## src/rtl/core/lsq_pkg.sv

```systemverilog
// ----------------------------------------------------------------------------
// lsq_pkg
// Shared widths, constants and types for the largest-ones-square stream.
// ----------------------------------------------------------------------------
`default_nettype none

package lsq_pkg;

  // line buffer geometry
  localparam int MaxCols = 1024;
  localparam int ColW    = $clog2(MaxCols);

  // field widths
  localparam int LenW  = 11;
  localparam int SideW = 11;
  localparam int AreaW = 21;

  // row_length after reset
  localparam logic [LenW-1:0] LenReset = 11'd1024;

  // per-pixel control carried from the input stage into the side stage
  typedef struct packed {
    logic            pixel;
    logic            last;
    logic [ColW-1:0] col;
    logic            col_zero;
    logic            first_row;
  } lsq_tag_t;

endpackage

`default_nettype wire

```

## src/rtl/core/lsq_col_ctrl.sv

```systemverilog
// ----------------------------------------------------------------------------
// lsq_col_ctrl
// Input stage: row length register, column counter and first-row flag.
// Tags each accepted pixel and supplies the line buffer read address.
// ----------------------------------------------------------------------------
`default_nettype none

module lsq_col_ctrl (
  input  wire logic                      clk,
  input  wire logic                      rst,
  input  wire logic                      cfg_wr_en,
  input  wire logic [lsq_pkg::LenW-1:0]  cfg_wr_data,
  input  wire logic                      accept,
  input  wire logic                      pixel,
  input  wire logic                      frame_last,
  output lsq_pkg::lsq_tag_t              tag
);

  logic [lsq_pkg::LenW-1:0] row_length;
  logic [lsq_pkg::ColW-1:0] col;
  logic                     first_row;
  logic [lsq_pkg::ColW-1:0] last_col;

  // last column index: zero length acts as one, oversize clamps to the buffer
  always_comb begin
    if (row_length == '0) begin
      last_col = '0;
    end else if (row_length > lsq_pkg::LenW'(lsq_pkg::MaxCols)) begin
      last_col = lsq_pkg::ColW'(lsq_pkg::MaxCols - 1);
    end else begin
      last_col = lsq_pkg::ColW'(row_length - lsq_pkg::LenW'(1));
    end
  end

  // tag for the pixel on the input
  always_comb begin
    tag.pixel     = pixel;
    tag.last      = frame_last;
    tag.col       = col;
    tag.col_zero  = (col == '0);
    tag.first_row = first_row;
  end

  // raster position; a register write or a frame end restarts the frame
  always_ff @(posedge clk) begin
    if (rst) begin
      row_length <= lsq_pkg::LenReset;
      col        <= '0;
      first_row  <= 1'b1;
    end else if (cfg_wr_en) begin
      row_length <= cfg_wr_data;
      col        <= '0;
      first_row  <= 1'b1;
    end else if (accept) begin
      if (frame_last) begin
        col       <= '0;
        first_row <= 1'b1;
      end else if (col >= last_col) begin
        col       <= '0;
        first_row <= 1'b0;
      end else begin
        col <= col + lsq_pkg::ColW'(1);
      end
    end
  end

endmodule

`default_nettype wire

```

## config.mk

```make
export PLATFORM = sky130hd
export DESIGN_NAME = lsq_col_ctrl
export DESIGN_NICKNAME = d
export VERILOG_FILES = /design/src/rtl/core/lsq_pkg.sv /design/src/rtl/core/lsq_col_ctrl.sv
export SDC_FILE = /design/constraint.sdc
export NUM_CORES = 1
export LEC_CHECK = 0
export ABC_AREA = 1
export BUFFER_PORTS_ARGS = -buffer_cell sky130_fd_sc_hd__buf_2
export CAP_MARGIN = 0
export CORE_MARGIN = 1
export CORE_UTILIZATION = 38
export CTS_CLUSTER_SIZE = 40
export DETAILED_ROUTE_END_ITERATION = 10
export HOLD_SLACK_MARGIN = 0.02
export PLACE_DENSITY_LB_ADDON = 0.05
export REMOVE_ABC_BUFFERS = 1
export SLEW_MARGIN = 30
export SYNTH_ARGS = -nofsm -noshare
export SYNTH_HDL_FRONTEND = slang
export SYNTH_SLANG_ARGS = --single-unit
```

## constraint.sdc

```tcl
create_clock -name clk -period 2 [get_ports clk]
set_input_delay 0.2 -clock clk [delete_from_list [all_inputs] [get_ports clk]]
set_output_delay 0.2 -clock clk [all_outputs]
set_load 0.01 [all_outputs]
```

# Yosys cells after proc, flatten, opt, wreduce, memory -nomap -nowiden
# Index checks and enable logic that the tools add are counted.
[word_totals] register_bits=22 input_bits=17 output_inout_bits=14
[classes] n_addsub=2 order_cmp=2 mux=6 n_reduce_logical=5
[ops] operator="$mux W10" n=4
[ops] operator="$gt A11 B11 Y1 const B" n=1
[ops] operator="$logic_not A11 Y1" n=1
[ops] operator="$add A10 B1 Y10 const B" n=1
[ops] operator="$ge A10 B10 Y1" n=1
[ops] operator="$logic_not A10 Y1" n=1
[ops] operator="$sub A10 B1 Y10 const B" n=1
[ops] operator="$mux W1" n=2
[ops] operator="$reduce_and A2 Y1" n=1
[ops] operator="$reduce_bool A2 Y1" n=1
[ops] operator="$reduce_or A2 Y1" n=1

# Longest topological paths before layout
[depth] ltp_word=6 depth_mapped=18

# Least setup slack after synthesis
# OpenSTA, ideal clock, no wires.
[synth_timing] kind="flip-flop to flip-flop" startpoint="register row_length[0] (netlist bit)" endpoint="register col[0] (netlist bit)" t_arrival_ps=2047 required_ps=1932 setup_slack_ps=-115 stages_incl_launch_ff=19 n_path_buf=0 synth_period_minus_slack_ps=2115 cell_sequence="dfxtp_1 -> inv_2 -> ha_1 -> nand2_1 -> nor3_4 -> nand2_1 -> nand2_2 -> inv_2 -> a21oi_1 -> ha_1 -> nand2_1 -> nand2_1 -> nand2_1 -> nand2_1 -> nand2_1 -> nand3_1 -> nand2_1 -> nand2_1 -> nor2_1"
[synth_via] elab_chain_cells=6 word_cells_on_any_way=8 classes_between="add/sub: 1; order compare: 2; mux: 4; reduce/logical: 1"
[synth_lines] item="from (decl)" line_no="lsq_col_ctrl.sv:19" rtl="logic [lsq_pkg::LenW-1:0] row_length;"
[synth_lines] item="from (signal assigned)" line_no="lsq_col_ctrl.sv:47" rtl="row_length <= lsq_pkg::LenReset;"
[synth_lines] item="from (signal assigned)" line_no="lsq_col_ctrl.sv:51" rtl="row_length <= cfg_wr_data;"
[synth_lines] item="$sub A10 B1 Y10 / $gt A11 B11 Y1 (equally long branches)" line_no="lsq_col_ctrl.sv:31, lsq_col_ctrl.sv:28"
[synth_lines] item="$mux W10" line_no="lsq_col_ctrl.sv:28" rtl="end else if (row_length > lsq_pkg::LenW'(lsq_pkg::MaxCols)) begin"
[synth_lines] item="$mux W10 (*)" line_no="lsq_col_ctrl.sv:26" rtl="if (row_length == '0) begin"
[synth_lines] item="$ge A10 B10 Y1 (*)" line_no="lsq_col_ctrl.sv:58" rtl="end else if (col >= last_col) begin"
[synth_lines] item="$mux W10 (*)" line_no="lsq_col_ctrl.sv:58"
[synth_lines] item="$mux W10 (*)" line_no="lsq_col_ctrl.sv:55" rtl="if (frame_last) begin"
[synth_lines] item="to (signal assigned)" line_no="lsq_col_ctrl.sv:62" rtl="col <= col + lsq_pkg::ColW'(1);"
[synth_lines] item="to (decl)" line_no="lsq_col_ctrl.sv:20" rtl="logic [lsq_pkg::ColW-1:0] col;"
# Every way passes the cells marked *; elsewhere a longest branch is shown, timed or not.
# A chain may end at the register's enable or synchronous reset.

# Worst setup path after layout
[layout_timing] startpoint="register row_length[0] (netlist bit)" endpoint="register col[4] (netlist bit)"
# The elaborated chain is that of the path after synthesis.

==> results.sh <==
export IMPL_intPower_w=0.000744
export IMPL_whs_path_depth=3
export IMPL_drt_iter0_drc=31
export IMPL_path_clk_slew_ps=90
export IMPL_vias=1387
export IMPL_diodes=0
export IMPL_cts_num_sinks=22
export IMPL_syn_avg_cell_area_um2=6.88
export IMPL_nets=285
export IMPL_pin_count=31
export IMPL_vias_per_cell=4.62
export IMPL_numPortBuffers=28
export IMPL_setup_ws_ps=-197
export IMPL_synth_edf_count=0
export IMPL_dr_pass1_iters=4
export IMPL_synthAdderAreaFrac_pct=11.3
export IMPL_die_h_um=63.5
export IMPL_cts_hold_buf=0
export IMPL_layout_drive_gt1_share_pct=35.0
export IMPL_p_leak_nw=0.920
export IMPL_worstHoldStart="cfg_wr_data[10]"
export IMPL_synth_top_cell_area_share_pct=30.6
export IMPL_crit_type="flip-flop to flip-flop"
export IMPL_vdd_drop_max_mv=0.404
export IMPL_worst_pin_slew_ps=519
export IMPL_antenna_found_initial=0
export IMPL_power_density_mw_per_mm2=542
export IMPL_yosysMostFrequentCell="nand2_1"
export IMPL_routedWlPerCell_um=10.4
export IMPL_fmax_ghz=0.455
export IMPL_drv_cap=0
export IMPL_clock_root_buffer="clkbuf_8"
export IMPL_ant_nets=0
export IMPL_power_w=0.00105
export IMPL_crit_required_ps=2220
export IMPL_grt_max_degree=20
export IMPL_synth_top_cells_by_count="nand2_1 (38), nor2_1 (29), inv_1 (27)"
export IMPL_clk_latency_ps=270
export IMPL_p_switching_w=0.000304
export IMPL_muxShareOfSynthArea_pct=0
export IMPL_cp_data_arrival_time_ps=2410
export IMPL_ys_seq_area_share_pct=30.6
export IMPL_synth_seq_cells=22
export IMPL_totalNegativeSetupSlack_ps=-2060
export IMPL_cts_tree="built"
export IMPL_routabilityCongestion=0.768
export IMPL_end_kind="flip-flop"
export IMPL_synth_area_top_cells="dfxtp_1 (31%), ha_1 (11%), nand2_1 (9.9%)"
export IMPL_worstPathMaxFanout=6
export IMPL_rsz0062_at_grt="yes"
export IMPL_status="complete, but fails checks"
export IMPL_synthCells=209
export IMPL_grt_pass1_vias=1358
export IMPL_hp_class="primary input to flip-flop"
export IMPL_area_growth_pct=34.4
export IMPL_cts_buffers=3
export IMPL_synth_cell_type_count=24
export IMPL_violations="setup timing"
export IMPL_swShare_pct=29.0
export IMPL_finalMaxSlewViolations=0
export IMPL_coreArea_mm2=0.00347
export IMPL_startpoint_type="flip-flop"
export IMPL_ys_warnings_count=0
export IMPL_hold_path_endpoint="row_length[10]$_SDFFE_PP1P_"
export IMPL_synth_compound_area_share_pct=12.2
export IMPL_track_usage_pct=17.7
export IMPL_final_hold_violation_count=0
export IMPL_synth_top_family_by_area="simple AND/OR/NAND/NOR gates"
export IMPL_finalCritPeriodShare_pct=110
export IMPL_drc=0
export IMPL_hpwl_mm=2.37
export IMPL_fin_skew_ps=6.80
export IMPL_setup_violations_final=11
export IMPL_cts_buffer_depth=2
export IMPL_grt_overflow=0
export IMPL_fp_dieW_um=63.5
export IMPL_maxSlewHeadroom_pct=65.2
export IMPL_r2r_start="row_length[0]$_SDFFE_PP0P_"
export IMPL_routed_wl_mm=3.11
export IMPL_grt_first_pass_wirelength_mm=5.58
export IMPL_ff2ff_path_depth=18
export IMPL_synthXorXnorAreaFrac_pct=6.09
export IMPL_synthArstFlopShare_pct=0
export IMPL_p_comb_share_pct=23.8
export IMPL_r2r_end="col[4]$_SDFFE_PP0P_"
export IMPL_fillers=364
export IMPL_min_period_ps=2200
export IMPL_synth_ff_type="dfxtp_1"
export IMPL_reg2reg_slack_ps=-200
export IMPL_p_seq_share_pct=44.8
export IMPL_dieArea_mm2=0.00404
export IMPL_yosys_area_share_simple_pct=29.4
export IMPL_row_count=21
export IMPL_yosys_area_top_type="dfxtp_1"
export IMPL_synth_area_mm2=0.00144
export IMPL_h_tree_depth=1
export IMPL_clockPowerShare_pct=31.4
export IMPL_start_util_pct=41.5
## how the worst max path moves through the flow
| stage | slack (ps) | to | from |
|---|---|---|---|
| final | -200 | col[4]$_SDFFE_PP0P_ | row_length[0]$_SDFFE_PP0P_ |
| after floorplan | -120 | col[0]$_SDFFE_PP0P_ | row_length[0]$_SDFFE_PP0P_ |
| after CTS | -160 | col[1]$_SDFFE_PP0P_ | row_length[1]$_SDFFE_PP0P_ |
| after global routing | -370 | col[8]$_SDFFE_PP0P_ | row_length[0]$_SDFFE_PP0P_ |
| after global placement | -340 | col[1]$_SDFFE_PP0P_ | row_length[1]$_SDFFE_PP0P_ |
| after detailed placement | -380 | col[1]$_SDFFE_PP0P_ | row_length[1]$_SDFFE_PP0P_ |
## per-layer routing
layer	track usage (%)	share of wire, %	vias up
li1	-	-	761
met1	19.8	46	601
met2	31.9	50	21
met3	4.71	3.1	4
met4	5.97	1.0	0
met5	0	0	-
## cell families after synthesis
group | Yosys count
and+or+nand+nor | 94
buffers and inverters | 36
AOI/OAI and AO/OA | 34
DFF | 22
adders and majority gates | 13
xor gates and xnor gates | 10
## what timing repair did
action	in CTS	in global routing
pin swaps	7	11
cloned	1	0
setup buffers	1	0
setup endpoints to repair	11	11
resized for setup	24	15
hold endpoints to repair	0	0
## critical path, stage by stage (launching register included)
cell and delay, ps:
dfxtp_2 320, inv_2 70, ha_4 150, nand2_4 60, nor3_4 230, nand2_1 100
nand2_2 120, inv_4 60, a21oi_2 100, ha_1 250, nand2_1 70, nand2_1 50
nand2_1 60, nand2_1 50, nand2_1 70, nand3_2 80, nand2_4 110, nand2_4 90
nor2_1 100
## power by group through the flow
stage	clock network, W	logic [W]	registers [W]
floorplan	0	0.000121	0.000479
global placement	0	0.000207	0.000478
detailed placement	0	0.000208	0.000478
CTS	0.000341	0.000243	0.000469
global route	0.000358	0.000282	0.000472
finish	0.000329	0.000249	0.000470
## flip-flops by register name, indices dropped and copies added (netlist names)
| name | count |
|---|---|
| first_row | 1 |
| col | 10 |
| row_length | 11 |
## metrics by stage
step	utilization (%)	setup slack, ps	area (um2)	hold slack (ps)	std cells
3_5_place_dp	49.7	-380	1720	400	294
5_1_grt	55.8	-375	1930	168	300
3_3_place_gp	49.7	-342	1720	400	294
6_report	55.8	-197	1930	138	300
4_1_cts	54.4	-162	1890	139	300
2_1_floorplan	-	-115	1410	300	204
## cell type report
class	instances	area [um2]	area share, %
Tap cell	46	57.6	2.98
Inverter	31	119	6.14
Timing Repair Buffer	45	272	14.0
Multi-Input combinational cell	152	987	51.0
Sequential cell	22	444	23.0
Clock buffer	4	55.1	2.85
## cells in the final DEF, fill, tap and decap left out, drive strengths merged
cell,instances
dfxtp,22
nor3,3
ha,13
nor4,1
nand2,41
xor2,9
nor2,31
clkbuf,4
xnor2,1
nand4,3
a21oi,19
inv,31
nand3,16
buf,45
a211oi,1
o31ai,1
o21ai,13
No activity file was read; power rests on OpenSTA's default activity.
