==> config.mk <==
export PLATFORM = sky130hd
export DESIGN_NAME = lsq_side_pipe_flat
export DESIGN_NICKNAME = d
export VERILOG_FILES = /design/src/rtl/core/lsq_pkg.sv /design/src/rtl/core/lsq_result_if.sv /design/src/rtl/core/lsq_side_pipe.sv /design/src/flat_wrapper.sv
export SDC_FILE = /design/constraint.sdc
export NUM_CORES = 1
export LEC_CHECK = 0
export ABC_CLOCK_PERIOD_IN_PS = 17400
export BUFFER_PORTS_ARGS = -buffer_cell sky130_fd_sc_hd__buf_2
export CAP_MARGIN = 20
export CORE_UTILIZATION = 65
export CTS_CLUSTER_DIAMETER = 100
export DETAILED_ROUTE_END_ITERATION = 7
export GPL_ROUTABILITY_DRIVEN = 0
export GPL_TIMING_DRIVEN = 1
export PLACE_DENSITY_LB_ADDON = 0.3
export SLEW_MARGIN = 20
export SYNTH_ARGS = -nofsm -noshare
export SYNTH_HDL_FRONTEND = slang
export SYNTH_SLANG_ARGS = --single-unit
==> constraint.sdc <==
create_clock -name clk -period 17.4 [get_ports clk]
set_input_delay 0.87 -clock clk [delete_from_list [all_inputs] [get_ports clk]]
set_output_delay 0.87 -clock clk [all_outputs]
set_load 0.01 [all_outputs]
==> src/rtl/core/lsq_pkg.sv <==
// ----------------------------------------------------------------------------
// lsq_pkg
// Shared widths, constants and types for the largest-ones-square stream.
// ----------------------------------------------------------------------------
`default_nettype none

package lsq_pkg;

  // line buffer geometry
  localparam int MaxCols = 1024;
  localparam int ColW    = $clog2(MaxCols);

  // field widths
  localparam int LenW  = 11;
  localparam int SideW = 11;
  localparam int AreaW = 21;

  // row_length after reset
  localparam logic [LenW-1:0] LenReset = 11'd1024;

  // per-pixel control carried from the input stage into the side stage
  typedef struct packed {
    logic            pixel;
    logic            last;
    logic [ColW-1:0] col;
    logic            col_zero;
    logic            first_row;
  } lsq_tag_t;

endpackage

`default_nettype wire

==> src/rtl/core/lsq_result_if.sv <==
// ----------------------------------------------------------------------------
// lsq_result_if
// Result channel: valid/ready handshake, one word per accepted pixel.
// ----------------------------------------------------------------------------
`default_nettype none

interface lsq_result_if;
  logic                           valid;
  logic                           ready;
  logic [lsq_pkg::SideW-1:0]      side_here;
  logic [lsq_pkg::SideW-1:0]      best_side;
  logic [lsq_pkg::AreaW-1:0]      best_area;
  logic                           frame_done;

  modport source (output valid, output side_here, output best_side, output best_area,
                  output frame_done, input ready);
  modport sink   (input valid, input side_here, input best_side, input best_area,
                  input frame_done, output ready);
endinterface

`default_nettype wire

==> src/rtl/core/lsq_side_pipe.sv <==
// ----------------------------------------------------------------------------
// lsq_side_pipe
// Side stage and output register. Takes the line buffer read data, forms
// the square side, writes it back and tracks the running best.
// ----------------------------------------------------------------------------
`default_nettype none

module lsq_side_pipe (
  input  wire logic                       clk,
  input  wire logic                       rst,
  input  wire logic                       cfg_wr_en,
  input  wire logic                       load,
  input  wire lsq_pkg::lsq_tag_t          in_tag,
  output logic                            can_load,
  input  wire logic [lsq_pkg::SideW-1:0]  ram_rdata,
  output logic                            ram_we,
  output logic [lsq_pkg::ColW-1:0]        ram_waddr,
  output logic [lsq_pkg::SideW-1:0]       ram_wdata,
  lsq_result_if.source                    res
);

  logic                        s1_valid;
  lsq_pkg::lsq_tag_t           s1_tag;
  logic [lsq_pkg::SideW-1:0]   left_side;
  logic [lsq_pkg::SideW-1:0]   diag_side;
  logic [lsq_pkg::SideW-1:0]   running_best;

  logic                        advance;
  logic [lsq_pkg::SideW-1:0]   up;
  logic [lsq_pkg::SideW-1:0]   min_ld;
  logic [lsq_pkg::SideW-1:0]   min_all;
  logic [lsq_pkg::SideW-1:0]   side;
  logic [lsq_pkg::SideW-1:0]   best_next;
  logic [2*lsq_pkg::SideW-1:0] area_full;

  // handshake between stages
  assign advance  = s1_valid && (!res.valid || res.ready);
  assign can_load = !s1_valid || advance;

  // side at this pixel: zero, one on the frame edge, else min of neighbors plus one
  always_comb begin
    up      = s1_tag.first_row ? '0 : ram_rdata;
    min_ld  = (left_side < diag_side) ? left_side : diag_side;
    min_all = (up < min_ld) ? up : min_ld;
    if (!s1_tag.pixel) begin
      side = '0;
    end else if (s1_tag.first_row || s1_tag.col_zero) begin
      side = lsq_pkg::SideW'(1);
    end else begin
      side = min_all + lsq_pkg::SideW'(1);
    end
    best_next = (side > running_best) ? side : running_best;
    area_full = {{lsq_pkg::SideW{1'b0}}, best_next} * {{lsq_pkg::SideW{1'b0}}, best_next};
  end

  // write back into the line buffer
  assign ram_we    = advance;
  assign ram_waddr = s1_tag.col;
  assign ram_wdata = side;

  // side stage registers
  always_ff @(posedge clk) begin
    if (rst) begin
      s1_valid     <= 1'b0;
      left_side    <= '0;
      diag_side    <= '0;
      running_best <= '0;
    end else begin
      if (load) begin
        s1_valid <= 1'b1;
      end else if (advance) begin
        s1_valid <= 1'b0;
      end
      if (cfg_wr_en) begin
        left_side    <= '0;
        diag_side    <= '0;
        running_best <= '0;
      end else if (advance) begin
        left_side    <= side;
        diag_side    <= up;
        running_best <= s1_tag.last ? '0 : best_next;
      end
    end
  end

  // tag follows the read request
  always_ff @(posedge clk) begin
    if (load) begin
      s1_tag <= in_tag;
    end
  end

  // output word register
  always_ff @(posedge clk) begin
    if (rst) begin
      res.valid <= 1'b0;
    end else if (advance) begin
      res.valid <= 1'b1;
    end else if (res.ready) begin
      res.valid <= 1'b0;
    end
  end

  always_ff @(posedge clk) begin
    if (advance) begin
      res.side_here  <= side;
      res.best_side  <= best_next;
      res.best_area  <= area_full[lsq_pkg::AreaW-1:0];
      res.frame_done <= s1_tag.last;
    end
  end

endmodule

`default_nettype wire

==> src/flat_wrapper.sv <==
// flat-port wrapper written by rule: the top's interface ports become plain ports
module lsq_side_pipe_flat 
  (clk, rst, cfg_wr_en, load, in_tag, can_load, ram_rdata, ram_we, ram_waddr, ram_wdata, res_valid, res_side_here, res_best_side, res_best_area, res_frame_done, res_ready);
  lsq_result_if res_i ();
  input  wire logic clk;
  input  wire logic rst;
  input  wire logic cfg_wr_en;
  input  wire logic load;
  input  wire lsq_pkg::lsq_tag_t in_tag;
  output logic can_load;
  input  wire logic [lsq_pkg::SideW-1:0] ram_rdata;
  output logic ram_we;
  output logic [lsq_pkg::ColW-1:0] ram_waddr;
  output logic [lsq_pkg::SideW-1:0] ram_wdata;
  output wire logic [$bits(res_i.valid)-1:0] res_valid;
  output wire logic [$bits(res_i.side_here)-1:0] res_side_here;
  output wire logic [$bits(res_i.best_side)-1:0] res_best_side;
  output wire logic [$bits(res_i.best_area)-1:0] res_best_area;
  output wire logic [$bits(res_i.frame_done)-1:0] res_frame_done;
  input wire logic [$bits(res_i.ready)-1:0] res_ready;
  assign res_valid = res_i.valid;
  assign res_side_here = res_i.side_here;
  assign res_best_side = res_i.best_side;
  assign res_best_area = res_i.best_area;
  assign res_frame_done = res_i.frame_done;
  assign res_i.ready = res_ready;
  lsq_side_pipe u_core (.clk(clk), .rst(rst), .cfg_wr_en(cfg_wr_en), .load(load), .in_tag(in_tag), .can_load(can_load), .ram_rdata(ram_rdata), .ram_we(ram_we), .ram_waddr(ram_waddr), .ram_wdata(ram_wdata), .res(res_i));
endmodule
== Word level (Yosys, flattened, before mapping) ==
Index checks and enable logic that the tools add are counted.
Operators by class
  $add $sub $neg: 1
  $mul: 1
  order comparisons: 3
  mux-type cells: 11
  reductions and logical operators: 9
Operator list (number)
  two-way mux 11 bit: 7
  < comparator 11 bit: 2
  multiplier 11 x 11 -> 21 bit: 1
  adder 11 x 1 -> 11 bit (second input constant): 1
  greater-than comparator 11 bit: 1
  two-way mux 1 bit: 4
  nonzero test 2 bit: 2
  logical OR 1 bit: 3
  logical NOT 1 bit: 2
  OR reduction 2 bit: 1
  logical AND 1 bit: 1
Storage, ports and cells
  flip-flop bits (word level): 93
  input bits: 30
  output and inout bits: 68

== Logic depth before layout (Yosys ltp) ==
  depth in word-level cells: 10
  mapped depth: 56
  mapped depth without buffers: 54

== Worst setup path before layout ==
OpenSTA, ideal clock, no wires.
  path type: flip-flop to flip-flop
  start: register u_core.diag_side[4] in the netlist's numbering
  end: register u_core.res.best_area[17] (data pin)
  data arrival time: 10.961 ns
  setup slack: 6.181 ns
  stages on the path, launching flop included: 54
  buffers on the path: 4
  period minus slack after synthesis: 11.219 ns
  path through: dfxtp_1 -> inv_1 -> ha_1 -> a21oi_4 -> nor2b_4 -> or3_4 -> o21ai_2 -> buf_4 -> a21oi_1 -> a21o_1 -> inv_1 -> ha_1 -> nand3_1 -> o21ai_1 -> o21ai_2 -> nor4b_4 -> a21bo_2 -> nand2_1 -> [... 18 more ...] -> inv_1 -> fa_1 -> inv_1 -> fa_1 -> inv_1 -> fa_1 -> inv_1 -> fa_1 -> inv_1 -> ha_1 -> inv_1 -> o21bai_1 -> a21oi_1 -> o21bai_1 -> a2111oi_0 -> o41ai_1 -> a21oi_1 -> xnor2_1
Between the ends
  cells in the longest elaborated chain, start to end: 10
RTL lines
  start: declaration: line lsq_side_pipe.sv:25  | logic [lsq_pkg::SideW-1:0] diag_side;
  start signal: assignment: line lsq_side_pipe.sv:80  | diag_side <= up;
  < comparator 11 bit: line lsq_side_pipe.sv:43  | min_ld = (left_side < diag_side) ? left_side : diag_side;
  two-way mux 11 bit *: line lsq_side_pipe.sv:43
  < comparator 11 bit: line lsq_side_pipe.sv:44  | min_all = (up < min_ld) ? up : min_ld;
  two-way mux 11 bit *: line lsq_side_pipe.sv:44
  adder 11 x 1 -> 11 bit *: line lsq_side_pipe.sv:50  | side = min_all + lsq_pkg::SideW'(1);
  two-way mux 11 bit *: line lsq_side_pipe.sv:47  | end else if (s1_tag.first_row || s1_tag.col_zero) begin
  two-way mux 11 bit *: line lsq_side_pipe.sv:45  | if (!s1_tag.pixel) begin
  via ram_wdata (one bit): line flat_wrapper.sv:14  | output logic [lsq_pkg::SideW-1:0] ram_wdata;
  greater-than comparator 11 bit: line lsq_side_pipe.sv:52  | best_next = (side > running_best) ? side : running_best;
  two-way mux 11 bit *: line lsq_side_pipe.sv:52
  via u_core.best_next (one bit): line lsq_side_pipe.sv:33  | logic [lsq_pkg::SideW-1:0] best_next;
  multiplier 11 x 11 -> 21 bit *: line lsq_side_pipe.sv:53  | area_full = {{lsq_pkg::SideW{1'b0}}, best_next} * {{lsq_pkg::SideW{1'b0}}, best_next};
  via u_core.area_full (one bit): line lsq_side_pipe.sv:34  | logic [2*lsq_pkg::SideW-1:0] area_full;
  end signal: assignment: line lsq_side_pipe.sv:108  | res.best_area <= area_full[lsq_pkg::AreaW-1:0];
  end: declaration: line lsq_result_if.sv:15  | modport source (output valid, output side_here, output best_side, output best_area,
The timed path passes the listed nets; every way through them passes the cells marked *.
A chain may end at the register's enable or synchronous reset.

== Final worst setup path ==
  start: register u_core.diag_side[4] in the netlist's numbering
  end: register u_core.res.best_area[19] (data pin)
Between the ends
  cells in the longest elaborated chain, start to end: 10
RTL lines (line)
  < comparator 11 bit: lsq_side_pipe.sv:43
  two-way mux 11 bit *: lsq_side_pipe.sv:43
  < comparator 11 bit: lsq_side_pipe.sv:44
  two-way mux 11 bit *: lsq_side_pipe.sv:44
  adder 11 x 1 -> 11 bit *: lsq_side_pipe.sv:50
  two-way mux 11 bit *: lsq_side_pipe.sv:47
  two-way mux 11 bit *: lsq_side_pipe.sv:45
  greater-than comparator 11 bit: lsq_side_pipe.sv:52
  two-way mux 11 bit *: lsq_side_pipe.sv:52
  via u_core.best_next (one bit): lsq_side_pipe.sv:33
  multiplier 11 x 11 -> 21 bit *: lsq_side_pipe.sv:53
  via u_core.area_full (one bit): lsq_side_pipe.sv:34
Marked as above.

==> impl_results.md <==
* Status: completed
* # H-tree levels at 3
* WL met2 at 7560 µm
* NumNets Final at 1,092
* Dpl cells at 1,050
* CP max stage cell: a2111oi_0
* Pwr Density at 59.9 nW/µm²
* Core ar. at 11,700 µm²
* Share of cells above drive strength 1 at 15.9%
* Clk pin slew, worst setup/hold paths at 0.07 ns
* Hold WS at 0.456 ns
* Syn nets at 1,016
* TNS Setup at 0 ns
* Met3 WL post-DR at 1670 µm
* Multi-input logic area at 4870 µm²
* R2R setup slack at 3.86 ns
* Die Y at 113 µm
* Post-synthesis compound-gate area fraction at 14.5%
* RSZ-0062 raised after global routing: no
* First-pass GRT wire length at 29,300 µm
* Final Util at 74.9%
* Reg2reg start: u_core.diag_side[4]
* Non-filler cells, final at 1,066
* Number of buffers added on ports at 96
* Number of synthesized register bits at 91
* # rows at 39
* Power Total at 0.523 mW
* R2r worst-path depth at 51
* Die width at 113 µm
* DR WL/cell at 16.3 µm
* Clock latency on the worst-skew pair at 0.36 ns
* Num CTS Buffers at 9
* Main combinational cell family by area after synthesis: adder cells
* CTS tree: built
* Sequential fraction of the synthesis area at 30.0%
* Total Routing Usage GR at 29.7%
* Most used cell, CP: a21oi_1
* Pre-antenna DRT Iters at 5
* Routed WL at 17,400 µm
* Max FO, Critical Path at 16
* Vias per inst at 5.90
* Initial Util at 68.1%
* Initial DRC count at 658
* Final HPWL DP at 13,200 µm
* Final period util at 77.8%
* Worst Path Class, Setup: reg2reg
* Vias at 6,292
* Cell Area, Synth at 7940 µm²
* Cells after Synth at 842
* Layout fillers at 827
* Final setup viols at 0
* Startpoint Class: flop
* Max_slew headroom at 39.0%
* # Max-Cap Violations at 0
* M1 WL at 7730 µm
* Grt total ovfl at 0
* Peak Freq at 73.9 MHz
* Post-Synth Simple-Gate Area at 14.4%
* Remaining DRCs at 0
* CP Data Arrival Time at 13.64 ns
* Register area at 2380 µm²
* Hold Path Class: reg2reg
* Root Buffer: clkbuf_16
* Layout area overhead at 10.1%
* Ant diodes at 0
* Max Used Layer: met4
* Die area at 12,700 µm²
* Asr flop ratio synth at 0%
* Maximum vdd drop at 0.0629 mV
* CTS Hold Bufs at 0
* Post-synth EDFFs at 56
* Leak Pwr at 4.11 nW
* Number of global-route vias before repair at 6,155
* Max Slew Vio Count at 0
* Yosys warnings at 0
* Mapped Avg Cell Area at 9.43 µm²
* Hold endpoint: u_core.diag_side[10]
* Clk buf depth at 2
* Synth Area in XOR/XNOR at 2.82%
* Hold Crit Start: u_core.diag_side[10]
* Worst Skew at 0.00874 ns
* Adder-Cell Fraction of Synth Area at 28.7%
* Post-CTS sizing at 0
* R2R Path End: u_core.res.best_area[19]
* Setup Buffers After CTS at 0
* Post-route ant nets at 0
* Pin count of the biggest net entering global routing at 67
* Fin crit period at 13.54 ns
* Initial antenna violation count at 0
* Final hold violations at 0
* CTS sink count at 91
* Main flop type after synthesis: edfxtp_1
* Mux cell area share after synthesis at 0.946%
* Synth unique cells at 77
* Crit end category: flop
* CP Data Required Time at 17.50 ns
* CP max stage delay at 0.81 ns
* Slew @ Worst Pin at 0.889 ns
* Top-level port count at 98
* Hold depth at 2
layout by cell type (no fill, tap or decap), types with 8 or more instances in the layout:
cell type,netlist,layout
inv_1,127,126
buf_2,3,96
nand2_1,89,89
ha_1,81,81
a21oi_1,78,78
fa_1,63,63
edfxtp_1,56,56
nor2_1,53,53
dfxtp_1,35,35
o21ai_0,18,18
nor2b_1,17,17
xnor2_1,16,16
nor3_1,14,14
a21o_1,13,13
nand3_1,12,12
and3_1,9,9
clkbuf_16,0,9
and2_1,8,8
kinds of logic (layout without fill, tap and decap cells):
logic type               count (synthesis)  count (layout)
multiplexers                             7               7
buffers and inverters                  166             247
other                                    1               1
adder cells (fa/ha/maj)                144             144
AO/OA/AOI/OAI                          175             175
AND/OR/NAND/NOR                        234             234
flip-flops                              91              91
XOR/XNOR                                24              24
layer usage:
layer	vias up	global-route usage [%]
met4	0	9.33
met5	-	0
met3	37	9.07
met2	299	45.8
li1	2991	-
met1	2965	40.3
cell usage after synthesis (3+ instances only):
master	instances	area share [%]
inv_1	127	6.0
nand2_1	89	4.2
ha_1	81	13
a21oi_1	78	4.9
fa_1	63	16
edfxtp_1	56	21
nor2_1	53	2.5
dfxtp_1	35	8.8
clkbuf_1	18	0.85
o21ai_0	18	1.1
nor2b_1	17	1.3
xnor2_1	16	1.8
nor3_1	14	0.88
a21o_1	13	1.2
buf_4	13	1.2
nand3_1	12	0.76
and3_1	9	0.71
and2_1	8	0.63
nand4_1	7	0.55
xor2_1	7	0.77
a211oi_1	6	0.57
o21a_1	6	0.57
a22oi_1	5	0.47
nand2b_1	5	0.39
a21boi_0	4	0.38
mux2_2	4	0.57
or3_1	4	0.32
a31oi_1	3	0.24
a32oi_1	3	0.33
buf_2	3	0.19
mux2i_1	3	0.38
o211ai_1	3	0.28
o21bai_1	3	0.28
power by group:
group          switching (mW)  internal [mW]  total, mW
logic                  0.0552         0.0267     0.0820
clock network          0.0884          0.112      0.201
registers             0.00326          0.237      0.240
total                   0.147          0.376      0.523
worst max-delay path, delay by kind of cell, from the launching register on:
kind / cells / cell delay, ns
AO/OA/AOI/OAI: 25 / 6.12
adder cells (fa/ha/maj): 10 / 3.42
flip-flops: 1 / 0.37
buffers and inverters: 6 / 0.97
XOR/XNOR: 1 / 0.10
AND/OR/NAND/NOR: 9 / 2.29
layout make-up:
cell class,instances,share of cell area (%)
Clock buffer,9,2.58
Inverter,130,5.58
Timing Repair Buffer,101,5.93
Clock inverter,7,0.845
Multi-Input combinational cell,585,55.8
Tap cell,143,2.05
Sequential cell,91,27.3
sequential cells by signal, indices dropped and copies added, names as in the netlist:
name,flops
u_core.res.best_side,10
u_core.res.best_area,20
u_core.running_best,11
u_core.s1_tag,4
u_core.left_side,11
u_core.res.frame_done,1
u_core.s1_valid,1
u_core.res.valid,1
u_core.diag_side,11
u_core.ram_waddr,10
u_core.res.side_here,11
metrics by stage:
stage / setup slack, ns / cell area (µm²)
2_1_floorplan: 6.18 / 7940
3_3_place_gp: 4.42 / 8440
3_5_place_dp: 4.20 / 8440
4_1_cts: 4.16 / 8740
5_1_grt: 3.14 / 8740
6_report: 3.86 / 8740
worst max path at each step:
stage                        start                  endpoint  slack, ns
2_1_floorplan  u_core.diag_side[4]  u_core.res.best_area[17]       6.18
3_3_place_gp   u_core.diag_side[9]  u_core.res.best_area[19]       4.42
3_5_place_dp   u_core.diag_side[4]  u_core.res.best_area[19]       4.20
4_1_cts        u_core.diag_side[4]  u_core.res.best_area[19]       4.16
5_1_grt        u_core.diag_side[9]  u_core.res.best_area[19]       3.14
6_report       u_core.diag_side[4]  u_core.res.best_area[19]       3.86
Note: power is estimated with default switching activity, not from simulation.
